===== src/otsa_pkg.sv =====
package otsa_pkg;

  localparam int unsigned MAX_SLOTS_DEF  = 16;
  localparam int unsigned OWNER_BITS_DEF = 16;

  localparam int unsigned CMD_W       = 3;
  localparam int unsigned OUTC_W      = 2;
  localparam int unsigned CFG_W       = 5;
  localparam int unsigned DRAW_W      = 15;
  localparam int unsigned OWNER_IN_W  = 16;
  localparam int unsigned SLOT_IN_W   = 4;
  localparam int unsigned IN_TDATA_W  = 56;
  localparam int unsigned OUT_TDATA_W = 8;

  // Command codes
  localparam logic [CMD_W-1:0] CMD_FORCE      = 3'd0;
  localparam logic [CMD_W-1:0] CMD_OCCUPY     = 3'd1;
  localparam logic [CMD_W-1:0] CMD_RELEASE    = 3'd2;
  localparam logic [CMD_W-1:0] CMD_QUERY      = 3'd3;
  localparam logic [CMD_W-1:0] CMD_RESERVE    = 3'd4;
  localparam logic [CMD_W-1:0] CMD_DEPART_REL = 3'd5;
  localparam logic [CMD_W-1:0] CMD_DEPART_REQ = 3'd6;

  // Slot states
  localparam logic [1:0] ST_FREE = 2'd0;
  localparam logic [1:0] ST_OCC  = 2'd1;
  localparam logic [1:0] ST_RES  = 2'd2;

  // Outcome codes
  localparam logic [OUTC_W-1:0] OUTC_OK   = 2'd0;
  localparam logic [OUTC_W-1:0] OUTC_FAIL = 2'd1;
  localparam logic [OUTC_W-1:0] OUTC_PEND = 2'd2;

  localparam logic [DRAW_W-1:0] PEND_LIMIT = 15'd16383;

  typedef struct packed {
    logic [4:0]            pad;
    logic [DRAW_W-1:0]     pick_draw;
    logic [DRAW_W-1:0]     pending_draw;
    logic [OWNER_IN_W-1:0] owner_id;
    logic [SLOT_IN_W-1:0]  slot_index;
    logic                  slot_given;
  } in_data_t;

  typedef struct packed {
    logic [2:0]           pad;
    logic [SLOT_IN_W-1:0] result_slot;
    logic                 slot_valid;
  } out_data_t;

  // Controller to datapath
  typedef struct packed {
    logic              load;
    logic              rd_named;
    logic              scan_start;
    logic              scan_go;
    logic              take;
    logic              take_named;
    logic [1:0]        take_status;
    logic              take_dec;
    logic              release_hit;
    logic              set_res;
    logic [OUTC_W-1:0] res_outcome;
    logic              res_valid;
    logic              res_named;
    logic              out_load;
  } ctrl_cmd_t;

  // Datapath to controller
  typedef struct packed {
    logic [CMD_W-1:0] cmd;
    logic             in_range;
    logic             free_zero;
    logic             pend;
    logic             rd_free;
    logic             hit;
    logic             nth_found;
    logic             scan_done;
    logic             out_free;
  } dp_stat_t;

endpackage


===== src/otsa_dp.sv =====
module otsa_dp #(
  parameter int unsigned MAX_SLOTS  = otsa_pkg::MAX_SLOTS_DEF,
  parameter int unsigned OWNER_BITS = otsa_pkg::OWNER_BITS_DEF
) (
  input  logic                               clk,
  input  logic                               rst_n,
  input  logic [otsa_pkg::IN_TDATA_W-1:0]    in_tdata,
  input  logic [otsa_pkg::CMD_W-1:0]         in_tuser,
  input  logic                               cfg_fire,
  input  logic [otsa_pkg::CFG_W-1:0]         cfg_tdata,
  input  otsa_pkg::ctrl_cmd_t                cmd,
  output otsa_pkg::dp_stat_t                 stat,
  input  logic                               out_tready,
  output logic                               out_tvalid,
  output logic [otsa_pkg::OUT_TDATA_W-1:0]   out_tdata,
  output logic [otsa_pkg::OUTC_W-1:0]        out_tuser
);

  localparam int unsigned CW = $clog2(MAX_SLOTS + 1);
  localparam int unsigned IW = (MAX_SLOTS > 1) ? $clog2(MAX_SLOTS) : 1;
  localparam int unsigned PW = otsa_pkg::DRAW_W + CW;

  otsa_pkg::in_data_t  in_d;
  otsa_pkg::out_data_t out_d;

  logic [OWNER_BITS+otsa_pkg::OWNER_IN_W-1:0] owner_ext;
  logic [OWNER_BITS-1:0]                      owner_in;

  // Item registers
  logic [otsa_pkg::CMD_W-1:0]     cmd_r;
  logic                           given_r;
  logic [otsa_pkg::SLOT_IN_W-1:0] slot_r;
  logic [OWNER_BITS-1:0]          owner_r;
  logic [otsa_pkg::DRAW_W-1:0]    pdraw_r;
  logic [otsa_pkg::DRAW_W-1:0]    kdraw_r;

  // Table
  logic [1:0]            stat_mem [MAX_SLOTS];
  logic [OWNER_BITS-1:0] own_mem  [MAX_SLOTS];
  logic [MAX_SLOTS-1:0]  vld_r;
  logic [1:0]            rd_stat_r;
  logic [OWNER_BITS-1:0] rd_own_r;
  logic                  rd_vld_r;

  logic [CW-1:0] slots_r;
  logic [CW-1:0] free_r;
  logic [CW-1:0] cfg_n;

  // Scan
  logic [CW-1:0] idx_r;
  logic [IW-1:0] dat_idx_r;
  logic          live_r;
  logic [CW-1:0] n_r;
  logic [PW-1:0] prod;

  logic [IW-1:0]         rd_addr;
  logic [IW-1:0]         wr_addr;
  logic                  rd_ok;
  logic [1:0]            st_eff;
  logic [OWNER_BITS-1:0] own_eff;
  logic                  own_eq;
  logic                  hit_state;

  // Result and output
  logic [otsa_pkg::OUTC_W-1:0]    res_outcome_r;
  logic                           res_valid_r;
  logic [otsa_pkg::SLOT_IN_W-1:0] res_slot_r;
  logic                           out_valid_r;
  logic [otsa_pkg::OUTC_W-1:0]    out_outcome_r;
  logic                           out_svalid_r;
  logic [otsa_pkg::SLOT_IN_W-1:0] out_slot_r;

  assign in_d      = otsa_pkg::in_data_t'(in_tdata);
  assign owner_ext = {{OWNER_BITS{1'b0}}, in_d.owner_id};
  assign owner_in  = owner_ext[OWNER_BITS-1:0];

  assign cfg_n = (32'(cfg_tdata) > MAX_SLOTS) ? CW'(MAX_SLOTS) : CW'(cfg_tdata);

  always_ff @(posedge clk) begin
    if (cmd.load) begin
      cmd_r   <= in_tuser;
      given_r <= in_d.slot_given;
      slot_r  <= in_d.slot_index;
      owner_r <= owner_in;
      pdraw_r <= in_d.pending_draw;
      kdraw_r <= in_d.pick_draw;
    end
  end

  assign rd_addr = cmd.rd_named ? IW'(slot_r) : idx_r[IW-1:0];
  assign wr_addr = cmd.take_named ? IW'(slot_r) : dat_idx_r;
  assign rd_ok   = 32'(rd_addr) < MAX_SLOTS;

  always_ff @(posedge clk) begin
    if (cmd.take) begin
      stat_mem[wr_addr] <= cmd.take_status;
      own_mem[wr_addr]  <= owner_r;
    end
    rd_stat_r <= stat_mem[rd_addr];
    rd_own_r  <= own_mem[rd_addr];
  end

  // An entry without its valid bit reads as free with a zero owner
  always_ff @(posedge clk) begin
    if (!rst_n) begin
      vld_r    <= '0;
      rd_vld_r <= 1'b0;
    end else begin
      rd_vld_r <= rd_ok && vld_r[rd_addr];
      if (cfg_fire) begin
        vld_r <= '0;
      end else if (cmd.take) begin
        vld_r[wr_addr] <= 1'b1;
      end else if (cmd.release_hit) begin
        vld_r[dat_idx_r] <= 1'b0;
      end
    end
  end

  always_ff @(posedge clk) begin
    if (!rst_n) begin
      slots_r <= '0;
      free_r  <= '0;
    end else if (cfg_fire) begin
      slots_r <= cfg_n;
      free_r  <= cfg_n;
    end else if (cmd.take && cmd.take_dec) begin
      free_r <= free_r - CW'(1);
    end else if (cmd.release_hit) begin
      free_r <= free_r + CW'(1);
    end
  end

  assign prod = PW'(kdraw_r) * PW'(free_r);

  assign st_eff    = rd_vld_r ? rd_stat_r : otsa_pkg::ST_FREE;
  assign own_eff   = rd_vld_r ? rd_own_r : '0;
  assign own_eq    = own_eff == owner_r;
  assign hit_state = (cmd_r == otsa_pkg::CMD_QUERY || cmd_r == otsa_pkg::CMD_DEPART_REL) ?
                     (st_eff == otsa_pkg::ST_OCC) : (st_eff != otsa_pkg::ST_FREE);

  always_ff @(posedge clk) begin
    if (!rst_n) begin
      idx_r  <= '0;
      live_r <= 1'b0;
    end else if (cmd.scan_start) begin
      idx_r  <= '0;
      live_r <= 1'b0;
    end else if (cmd.scan_go) begin
      if (idx_r < slots_r) begin
        idx_r  <= idx_r + CW'(1);
        live_r <= 1'b1;
      end else begin
        live_r <= 1'b0;
      end
    end
  end

  always_ff @(posedge clk) begin
    if (cmd.scan_go && idx_r < slots_r) begin
      dat_idx_r <= idx_r[IW-1:0];
    end
    if (cmd.scan_start) begin
      n_r <= prod[PW-1:otsa_pkg::DRAW_W];
    end else if (cmd.scan_go && live_r && st_eff == otsa_pkg::ST_FREE && n_r != '0) begin
      n_r <= n_r - CW'(1);
    end
  end

  always_ff @(posedge clk) begin
    if (cmd.set_res) begin
      res_outcome_r <= cmd.res_outcome;
      res_valid_r   <= cmd.res_valid;
      if (!cmd.res_valid) begin
        res_slot_r <= '0;
      end else if (cmd.res_named) begin
        res_slot_r <= slot_r;
      end else begin
        res_slot_r <= otsa_pkg::SLOT_IN_W'(dat_idx_r);
      end
    end
  end

  always_ff @(posedge clk) begin
    if (!rst_n) begin
      out_valid_r <= 1'b0;
    end else if (cmd.out_load) begin
      out_valid_r <= 1'b1;
    end else if (out_tready) begin
      out_valid_r <= 1'b0;
    end
  end

  always_ff @(posedge clk) begin
    if (cmd.out_load) begin
      out_outcome_r <= res_outcome_r;
      out_svalid_r  <= res_valid_r;
      out_slot_r    <= res_slot_r;
    end
  end

  assign stat.cmd       = cmd_r;
  assign stat.in_range  = given_r && (32'(slot_r) < 32'(slots_r));
  assign stat.free_zero = free_r == '0;
  assign stat.pend      = pdraw_r < otsa_pkg::PEND_LIMIT;
  assign stat.rd_free   = st_eff == otsa_pkg::ST_FREE;
  assign stat.hit       = live_r && hit_state && own_eq;
  assign stat.nth_found = live_r && st_eff == otsa_pkg::ST_FREE && n_r == '0;
  assign stat.scan_done = !live_r && !(idx_r < slots_r);
  assign stat.out_free  = !out_valid_r || out_tready;

  assign out_d.pad         = '0;
  assign out_d.result_slot = out_slot_r;
  assign out_d.slot_valid  = out_svalid_r;
  assign out_tvalid        = out_valid_r;
  assign out_tdata         = out_d;
  assign out_tuser         = out_outcome_r;

endmodule


===== src/otsa_ctrl.sv =====
module otsa_ctrl (
  input  logic                clk,
  input  logic                rst_n,
  input  logic                in_tvalid,
  output logic                in_tready,
  output logic                cfg_tready,
  input  otsa_pkg::dp_stat_t  stat,
  output otsa_pkg::ctrl_cmd_t cmd
);

  typedef enum logic [2:0] {
    S_IDLE,
    S_DECIDE,
    S_NAMED,
    S_MULT,
    S_SCAN,
    S_FINISH
  } state_t;

  state_t state_r;
  state_t state_nxt;

  always_ff @(posedge clk) begin
    if (!rst_n) begin
      state_r <= S_IDLE;
    end else begin
      state_r <= state_nxt;
    end
  end

  assign in_tready  = state_r == S_IDLE;
  assign cfg_tready = state_r == S_IDLE;

  always_comb begin
    cmd       = '0;
    state_nxt = state_r;
    case (state_r)
      S_IDLE: begin
        if (in_tvalid) begin
          cmd.load  = 1'b1;
          state_nxt = S_DECIDE;
        end
      end
      S_DECIDE: begin
        case (stat.cmd)
          otsa_pkg::CMD_FORCE: begin
            if (!stat.in_range) begin
              cmd.set_res     = 1'b1;
              cmd.res_outcome = otsa_pkg::OUTC_FAIL;
              state_nxt       = S_FINISH;
            end else begin
              cmd.rd_named = 1'b1;
              state_nxt    = S_NAMED;
            end
          end
          otsa_pkg::CMD_OCCUPY: begin
            if (stat.free_zero) begin
              cmd.set_res     = 1'b1;
              cmd.res_outcome = otsa_pkg::OUTC_FAIL;
              state_nxt       = S_FINISH;
            end else if (stat.in_range) begin
              cmd.rd_named = 1'b1;
              state_nxt    = S_NAMED;
            end else begin
              state_nxt = S_MULT;
            end
          end
          otsa_pkg::CMD_RELEASE, otsa_pkg::CMD_QUERY, otsa_pkg::CMD_DEPART_REL: begin
            cmd.scan_start = 1'b1;
            state_nxt      = S_SCAN;
          end
          otsa_pkg::CMD_RESERVE: begin
            if (stat.pend) begin
              cmd.set_res     = 1'b1;
              cmd.res_outcome = otsa_pkg::OUTC_PEND;
              state_nxt       = S_FINISH;
            end else if (stat.free_zero) begin
              cmd.set_res     = 1'b1;
              cmd.res_outcome = otsa_pkg::OUTC_FAIL;
              state_nxt       = S_FINISH;
            end else begin
              state_nxt = S_MULT;
            end
          end
          otsa_pkg::CMD_DEPART_REQ: begin
            cmd.set_res     = 1'b1;
            cmd.res_outcome = stat.pend ? otsa_pkg::OUTC_PEND : otsa_pkg::OUTC_OK;
            state_nxt       = S_FINISH;
          end
          default: begin
            cmd.set_res     = 1'b1;
            cmd.res_outcome = otsa_pkg::OUTC_FAIL;
            state_nxt       = S_FINISH;
          end
        endcase
      end
      S_NAMED: begin
        // Forced occupy always takes the slot; occupy only if it is free
        if (stat.cmd == otsa_pkg::CMD_FORCE || stat.rd_free) begin
          cmd.take        = 1'b1;
          cmd.take_named  = 1'b1;
          cmd.take_status = otsa_pkg::ST_OCC;
          cmd.take_dec    = stat.rd_free;
          cmd.set_res     = 1'b1;
          cmd.res_outcome = otsa_pkg::OUTC_OK;
          cmd.res_valid   = 1'b1;
          cmd.res_named   = 1'b1;
          state_nxt       = S_FINISH;
        end else begin
          state_nxt = S_MULT;
        end
      end
      S_MULT: begin
        cmd.scan_start = 1'b1;
        state_nxt      = S_SCAN;
      end
      S_SCAN: begin
        cmd.scan_go = 1'b1;
        case (stat.cmd)
          otsa_pkg::CMD_RELEASE, otsa_pkg::CMD_DEPART_REL: begin
            cmd.release_hit = stat.hit;
            if (stat.scan_done) begin
              cmd.set_res     = 1'b1;
              cmd.res_outcome = otsa_pkg::OUTC_OK;
              state_nxt       = S_FINISH;
            end
          end
          otsa_pkg::CMD_QUERY: begin
            if (stat.hit) begin
              cmd.scan_go     = 1'b0;
              cmd.set_res     = 1'b1;
              cmd.res_outcome = otsa_pkg::OUTC_OK;
              cmd.res_valid   = 1'b1;
              state_nxt       = S_FINISH;
            end else if (stat.scan_done) begin
              cmd.set_res     = 1'b1;
              cmd.res_outcome = otsa_pkg::OUTC_FAIL;
              state_nxt       = S_FINISH;
            end
          end
          otsa_pkg::CMD_OCCUPY, otsa_pkg::CMD_RESERVE: begin
            if (stat.nth_found) begin
              cmd.scan_go     = 1'b0;
              cmd.take        = 1'b1;
              cmd.take_status = (stat.cmd == otsa_pkg::CMD_RESERVE) ?
                                otsa_pkg::ST_RES : otsa_pkg::ST_OCC;
              cmd.take_dec    = 1'b1;
              cmd.set_res     = 1'b1;
              cmd.res_outcome = otsa_pkg::OUTC_OK;
              cmd.res_valid   = 1'b1;
              state_nxt       = S_FINISH;
            end else if (stat.scan_done) begin
              cmd.set_res     = 1'b1;
              cmd.res_outcome = (stat.cmd == otsa_pkg::CMD_RESERVE) ?
                                otsa_pkg::OUTC_PEND : otsa_pkg::OUTC_FAIL;
              state_nxt       = S_FINISH;
            end
          end
          default: begin
            cmd.scan_go     = 1'b0;
            cmd.set_res     = 1'b1;
            cmd.res_outcome = otsa_pkg::OUTC_FAIL;
            state_nxt       = S_FINISH;
          end
        endcase
      end
      S_FINISH: begin
        if (stat.out_free) begin
          cmd.out_load = 1'b1;
          state_nxt    = S_IDLE;
        end
      end
      default: begin
        state_nxt = S_IDLE;
      end
    endcase
  end

endmodule


===== src/owner_tagged_slot_allocator.sv =====
// Slot table of MAX_SLOTS entries, each free, occupied or reserved and tagged
// with an owner, plus a free count. One command per input transaction gives
// exactly one result transaction. A write on the cfg channel sets the number
// of active slots (clamped to MAX_SLOTS), frees the whole table at once and
// loads the free count; write it only while no command is in flight. An item
// waits in the finish state until the output register can take its result,
// and the next command is accepted in the cycle after that load. Commands
// that need no table access finish straight from the decide state, a named
// slot adds one read, and releases, queries and random free picks walk the
// active slots one per cycle through the single read port of the table,
// after a step that primes the read; random picks first scale the pick draw
// by the free count in a step of their own. The result sits in an output
// register, so the next command is accepted while it waits.
module owner_tagged_slot_allocator #(
  parameter int unsigned MAX_SLOTS  = otsa_pkg::MAX_SLOTS_DEF,
  parameter int unsigned OWNER_BITS = otsa_pkg::OWNER_BITS_DEF
) (
  input  logic                             clk,
  input  logic                             rst_n,
  // tdata: slot_given[0], slot_index[4:1], owner_id[20:5],
  //        pending_draw[35:21], pick_draw[50:36], zero pad[55:51]
  input  logic                             in_tvalid,
  output logic                             in_tready,
  input  logic [otsa_pkg::IN_TDATA_W-1:0]  in_tdata,
  // tuser: command[2:0]
  input  logic [otsa_pkg::CMD_W-1:0]       in_tuser,
  output logic                             out_tvalid,
  input  logic                             out_tready,
  // tdata: slot_valid[0], result_slot[4:1], zero pad[7:5]
  output logic [otsa_pkg::OUT_TDATA_W-1:0] out_tdata,
  // tuser: outcome[1:0]
  output logic [otsa_pkg::OUTC_W-1:0]      out_tuser,
  // slots_in_use write
  input  logic                             cfg_tvalid,
  output logic                             cfg_tready,
  input  logic [otsa_pkg::CFG_W-1:0]       cfg_tdata
);

  otsa_pkg::ctrl_cmd_t cmd;
  otsa_pkg::dp_stat_t  stat;
  logic                cfg_fire;

  // A config transaction completes on valid and ready together
  assign cfg_fire = cfg_tvalid && cfg_tready;

  otsa_ctrl u_ctrl (
    .clk        (clk),
    .rst_n      (rst_n),
    .in_tvalid  (in_tvalid),
    .in_tready  (in_tready),
    .cfg_tready (cfg_tready),
    .stat       (stat),
    .cmd        (cmd)
  );

  otsa_dp #(
    .MAX_SLOTS  (MAX_SLOTS),
    .OWNER_BITS (OWNER_BITS)
  ) u_dp (
    .clk        (clk),
    .rst_n      (rst_n),
    .in_tdata   (in_tdata),
    .in_tuser   (in_tuser),
    .cfg_fire   (cfg_fire),
    .cfg_tdata  (cfg_tdata),
    .cmd        (cmd),
    .stat       (stat),
    .out_tready (out_tready),
    .out_tvalid (out_tvalid),
    .out_tdata  (out_tdata),
    .out_tuser  (out_tuser)
  );

`ifndef SYNTHESIS
  // Never decrement the free count past zero
  a_no_free_underflow: assert property (@(posedge clk) disable iff (!rst_n)
    cmd.take && cmd.take_dec |-> !stat.free_zero)
    else $error("free count decremented at zero");

  // Load the output register only when it is empty or being drained
  a_out_load_safe: assert property (@(posedge clk) disable iff (!rst_n)
    cmd.out_load |-> stat.out_free)
    else $error("result overwritten before it was taken");

  // A new result appears only after the controller loaded one
  a_out_from_load: assert property (@(posedge clk) disable iff (!rst_n)
    $rose(out_tvalid) |-> $past(cmd.out_load))
    else $error("result valid without a load");

  // An accepted command blocks the input until its result is queued
  a_one_in_flight: assert property (@(posedge clk) disable iff (!rst_n)
    in_tvalid && in_tready |=> !in_tready && !cfg_tready)
    else $error("second transaction taken while a command is in flight");
`endif

endmodule


===== config.mk =====
export PLATFORM = sky130hd
export DESIGN_NAME = owner_tagged_slot_allocator
export DESIGN_NICKNAME = d
export VERILOG_FILES = /design/src/otsa_pkg.sv /design/src/otsa_dp.sv /design/src/otsa_ctrl.sv /design/src/owner_tagged_slot_allocator.sv
export SDC_FILE = /design/constraint.sdc
export NUM_CORES = 1
export LEC_CHECK = 0
export BUFFER_PORTS_ARGS = -buffer_cell sky130_fd_sc_hd__buf_2
export CORE_AREA = 5 5 239 241
export DETAILED_ROUTE_END_ITERATION = 12
export DIE_AREA = 0 0 244 246
export PLACE_DENSITY = 0.48
export RECOVER_POWER = 25
export SETUP_SLACK_MARGIN = 0.4
export SYNTH_ARGS = -nofsm -noshare
export SYNTH_HDL_FRONTEND = slang
export SYNTH_HIERARCHICAL = 1
export SYNTH_SLANG_ARGS = --single-unit

===== constraint.sdc =====
create_clock -name clk -period 9.15 [get_ports clk]
set_input_delay 1.83 -clock clk [delete_from_list [all_inputs] [get_ports clk]]
set_output_delay 1.83 -clock clk [all_outputs]
set_load 0.02 [all_outputs]

==> impl_metrics.py <==
metrics = {
    "place": {
        "place_hpwl_mm": 25.2,
        "dp_cells": 2021,
        "gp_congestion": 0.754,
        "port_buffers": 73,
        "placedInstanceArea_sq_um": 20100,
    },
    "clock_network": {
        "cts_root_buffer": "clkbuf_16",
        "cts_hold_buf": 0,
        "clock_sinks": 420,
        "insertion_delay_ps": 580,
        "htreeDepth": 2,
        "cts_tree": "built",
        "cts_resized": 0,
        "path_clk_slew_ps": 60,
        "numCtsBuffers": 44,
        "max-clock-path-buffers": 3,
        "cts_setup_buffers": 0,
    },
    "setup_path": {
        "critPathMostFrequentCell": "a21o_1",
        "ff2ff_setup_slack_ps": 3910,
        "worst_setup_path_start_kind": "flop",
        "worst_path_max_delay_cell": "mux2i_4",
        "path_depth": 13,
        "crit_chain": "ha_1 > a21o_1 > a21o_1 > a21oi_1 > o21a_1 > nand3_1 > nor3_2 > mux2i_4 > buf_4 > mux4_2 > and2_1 > a211oi_1 > a31oi_1",
        "crit_family": "multiplexers",
        "cp.arrival_ps": 5670,
        "slowest_delay_ps": 760,
        "required_ps": 9570,
        "r2r_cells": 13,
        "crit_path_end_kind": "flop",
        "cp_max_fo": 38,
        "crit_buf_inv": 1,
        "crit_type": "flop to flop",
    },
    "global_routing": {
        "antenna_found_initial": 0,
        "grt_pass1_wl_mm": 66.6,
        "grt-ovfl-total": 0,
        "grt_usage": 0.144,
        "grt_max_degree": 49,
        "grt_pass1_vias": 11100,
    },
    "detailed_routing": {
        "viasPerCell": 5.07,
        "first_pass_iters": 5,
        "wl_per_cell_um": 20.5,
        "drt_wl_total_mm": 43.1,
        "remaining_drc_errors": 0,
        "postRouteAntennaNets": 0,
        "drt_iter0_drc": 603,
        "vias": 10700,
    },
    "layout": {
        "syn_to_final_growth_pct": 14.1,
        "final_area_sq_um": 21700,
        "layout.cells.non_filler": 2103,
        "nets": 1510,
        "antenna_cells": 0,
        "fillerInstances": 5077,
        "drive_gt1_frac": 0.180,
    },
    "yosys": {
        "ys_warn_count": 6,
        "synth.cell_area_sq_um": 19000,
        "synth_edf_count": 365,
        "synth_area_leader_cell": "edfxtp_1",
        "syn-instance-count": 1280,
        "synth_cell_types": 66,
        "seq_area_frac_synth": 0.635,
        "yosysTopAreaCellShare": 0.577,
        "ys_seq_elements": 420,
        "syn_area_per_cell_sq_um": 14.8,
        "synthArstFlopShare": 0,
        "yosys-top-cells-area": "edfxtp_1 58%, mux4_2 9.0%, dfxtp_1 5.8%",
        "ys.flop_type": "edfxtp_1",
    },
    "timing": {
        "worst_pin_slew_ps": 1220,
        "fmax_mhz": 191,
        "setup_tns_ps": 0,
        "min_period_ps": 5240,
        "max_slew_margin": 0.188,
        "finalCritPeriodShare": 0.573,
        "clock_skew_ps": 10.8,
        "rsz0062_at_grt": "no",
        "hold_viol_final": 0,
        "setup_viol": 0,
        "slew_violations": 0,
    },
    "floorplan": {
        "ios": 82,
        "die_area_sq_um": 60000,
        "start_util": 0.348,
        "die_w_um": 244,
        "row_count": 86,
        "die_height_um": 246,
        "core-area_sq_um": 54700,
    },
    "pwr": {
        "p_leak_nw": 7.85,
        "p_per_area_nw_per_um2": 225,
        "fin_total_pwr_mw": 4.88,
        "ir_drop_mv": 0.156,
    },
    "job": {
        "drv_cap": 0,
    },
    "worst_hold_path": {
        "hold_depth": 0,
        "hold_path.class": "flop to flop",
    },
    "outcome": {
        "status": "finished clean",
    },
}
-- layout by cell type (no fill, tap or decap), drive strengths merged, types with 24 or more instances in the layout --
cell    netlist  layout
a21oi        34      34
a31oi        24      24
and2         80      80
buf          32      94
clkbuf       27      58
dfxtp        55      55
edfxtp      365     365
fa           39      39
ha           39      39
inv          83      85
mux4         76      76
nand2       114     114
nand3        25      25
nor2         36      36
o21ai        50      50
-- through the flow --
stage / hold slack, ps / utilization / worst slack [ps]
after CTS: 418 / 0.397 / 3760
after global placement: 407 / 0.368 / 3750
after floorplan: 400 / - / 4990
final: 416 / 0.397 / 3910
after global routing: 428 / 0.397 / 3490
after detailed placement: 405 / 0.368 / 3790
-- registers in the layout (all words and copies together) (netlist names), 2 cells and up --
| name | count |
|---|---|
| u_dp/own_mem | 256 |
| u_dp/stat_mem | 32 |
| u_dp/owner_r | 16 |
| u_dp/rd_own_r | 16 |
| u_dp/vld_r | 16 |
| u_dp/kdraw_r | 15 |
| u_dp/pdraw_r | 15 |
| u_dp/free_r | 5 |
| u_dp/idx_r | 5 |
| u_dp/n_r | 5 |
| u_dp/slots_r | 5 |
| u_dp/dat_idx_r | 4 |
| u_dp/out_slot_r | 4 |
| u_dp/res_slot_r | 4 |
| u_dp/slot_r | 4 |
| u_ctrl/state_r | 3 |
| u_dp/cmd_r | 3 |
| u_dp/out_tuser | 2 |
| u_dp/rd_stat_r | 2 |
| u_dp/res_outcome_r | 2 |
-- final timing paths --
check,endpoint,start
setup / recovery,u_dp/rd_own_r[8],u_dp/slot_r[1]
hold / removal,u_dp/out_slot_r[1],u_dp/res_slot_r[1]
setup reg to reg,u_dp/rd_own_r[8],u_dp/slot_r[1]
hold reg to reg,u_dp/out_slot_r[1],u_dp/res_slot_r[1]
-- layer usage --
layer | routed length [um] | vias up | share of wire | track usage
met5 | 0 | - | 0 | 0
met4 | 994 | 0 | 0.023 | 0.0431
met3 | 1600 | 64 | 0.037 | 0.0209
met2 | 20900 | 199 | 0.48 | 0.242
met1 | 19700 | 5446 | 0.46 | 0.196
li1 | - | 4963 | - | -
-- cells in the mapped netlist (all sizes together) (5+ instances only) --
cell / count
fa: 39
a211oi: 22
a21boi: 6
mux2i: 9
o31ai: 10
and2: 80
mux4: 76
a21oi: 34
ha: 39
nand4: 6
o21ai: 50
nor2: 36
or3: 5
a21o: 8
xnor2: 14
nor2b: 11
xor2: 6
a22oi: 9
nand2b: 22
dfxtp: 55
clkbuf: 27
o211ai: 5
nand3: 25
o21a: 7
inv: 83
a31oi: 24
buf: 32
edfxtp: 365
nand2: 114
nor3: 15
nand3b: 5
-- where the power goes --
| group | switching (mW) | total (mW) | internal (mW) |
|---|---|---|---|
| clock | 0.756 | 1.94 | 1.18 |
| sequential | 0.131 | 2.35 | 2.22 |
| combinational | 0.348 | 0.595 | 0.247 |
-- cells by family (layout without fill, tap and decap cells) --
group	after synthesis	count (layout)	synth area share
fa+ha+maj	78	78	0.0668
xor+xnor	20	20	0.00922
compound gates	195	195	0.0661
buf+inv	142	259	0.0345
simple gates	338	338	0.0922
other cells	1	3	0.000197
flops	420	420	0.635
mux	86	86	0.0961
-- cell type report --
| class | count | area (sq um) | area share |
|---|---|---|---|
| multi-input combinational | 720 | 6330 | 0.292 |
| sequential | 420 | 12100 | 0.556 |
| tap | 704 | 881 | 0.0406 |
| inverter | 83 | 312 | 0.0144 |
| clock buffer | 58 | 1190 | 0.0551 |
| clock inverter | 24 | 377 | 0.0174 |
| timing repair buffer | 94 | 523 | 0.0241 |
Note: power is estimated with default switching activity, not from simulation.
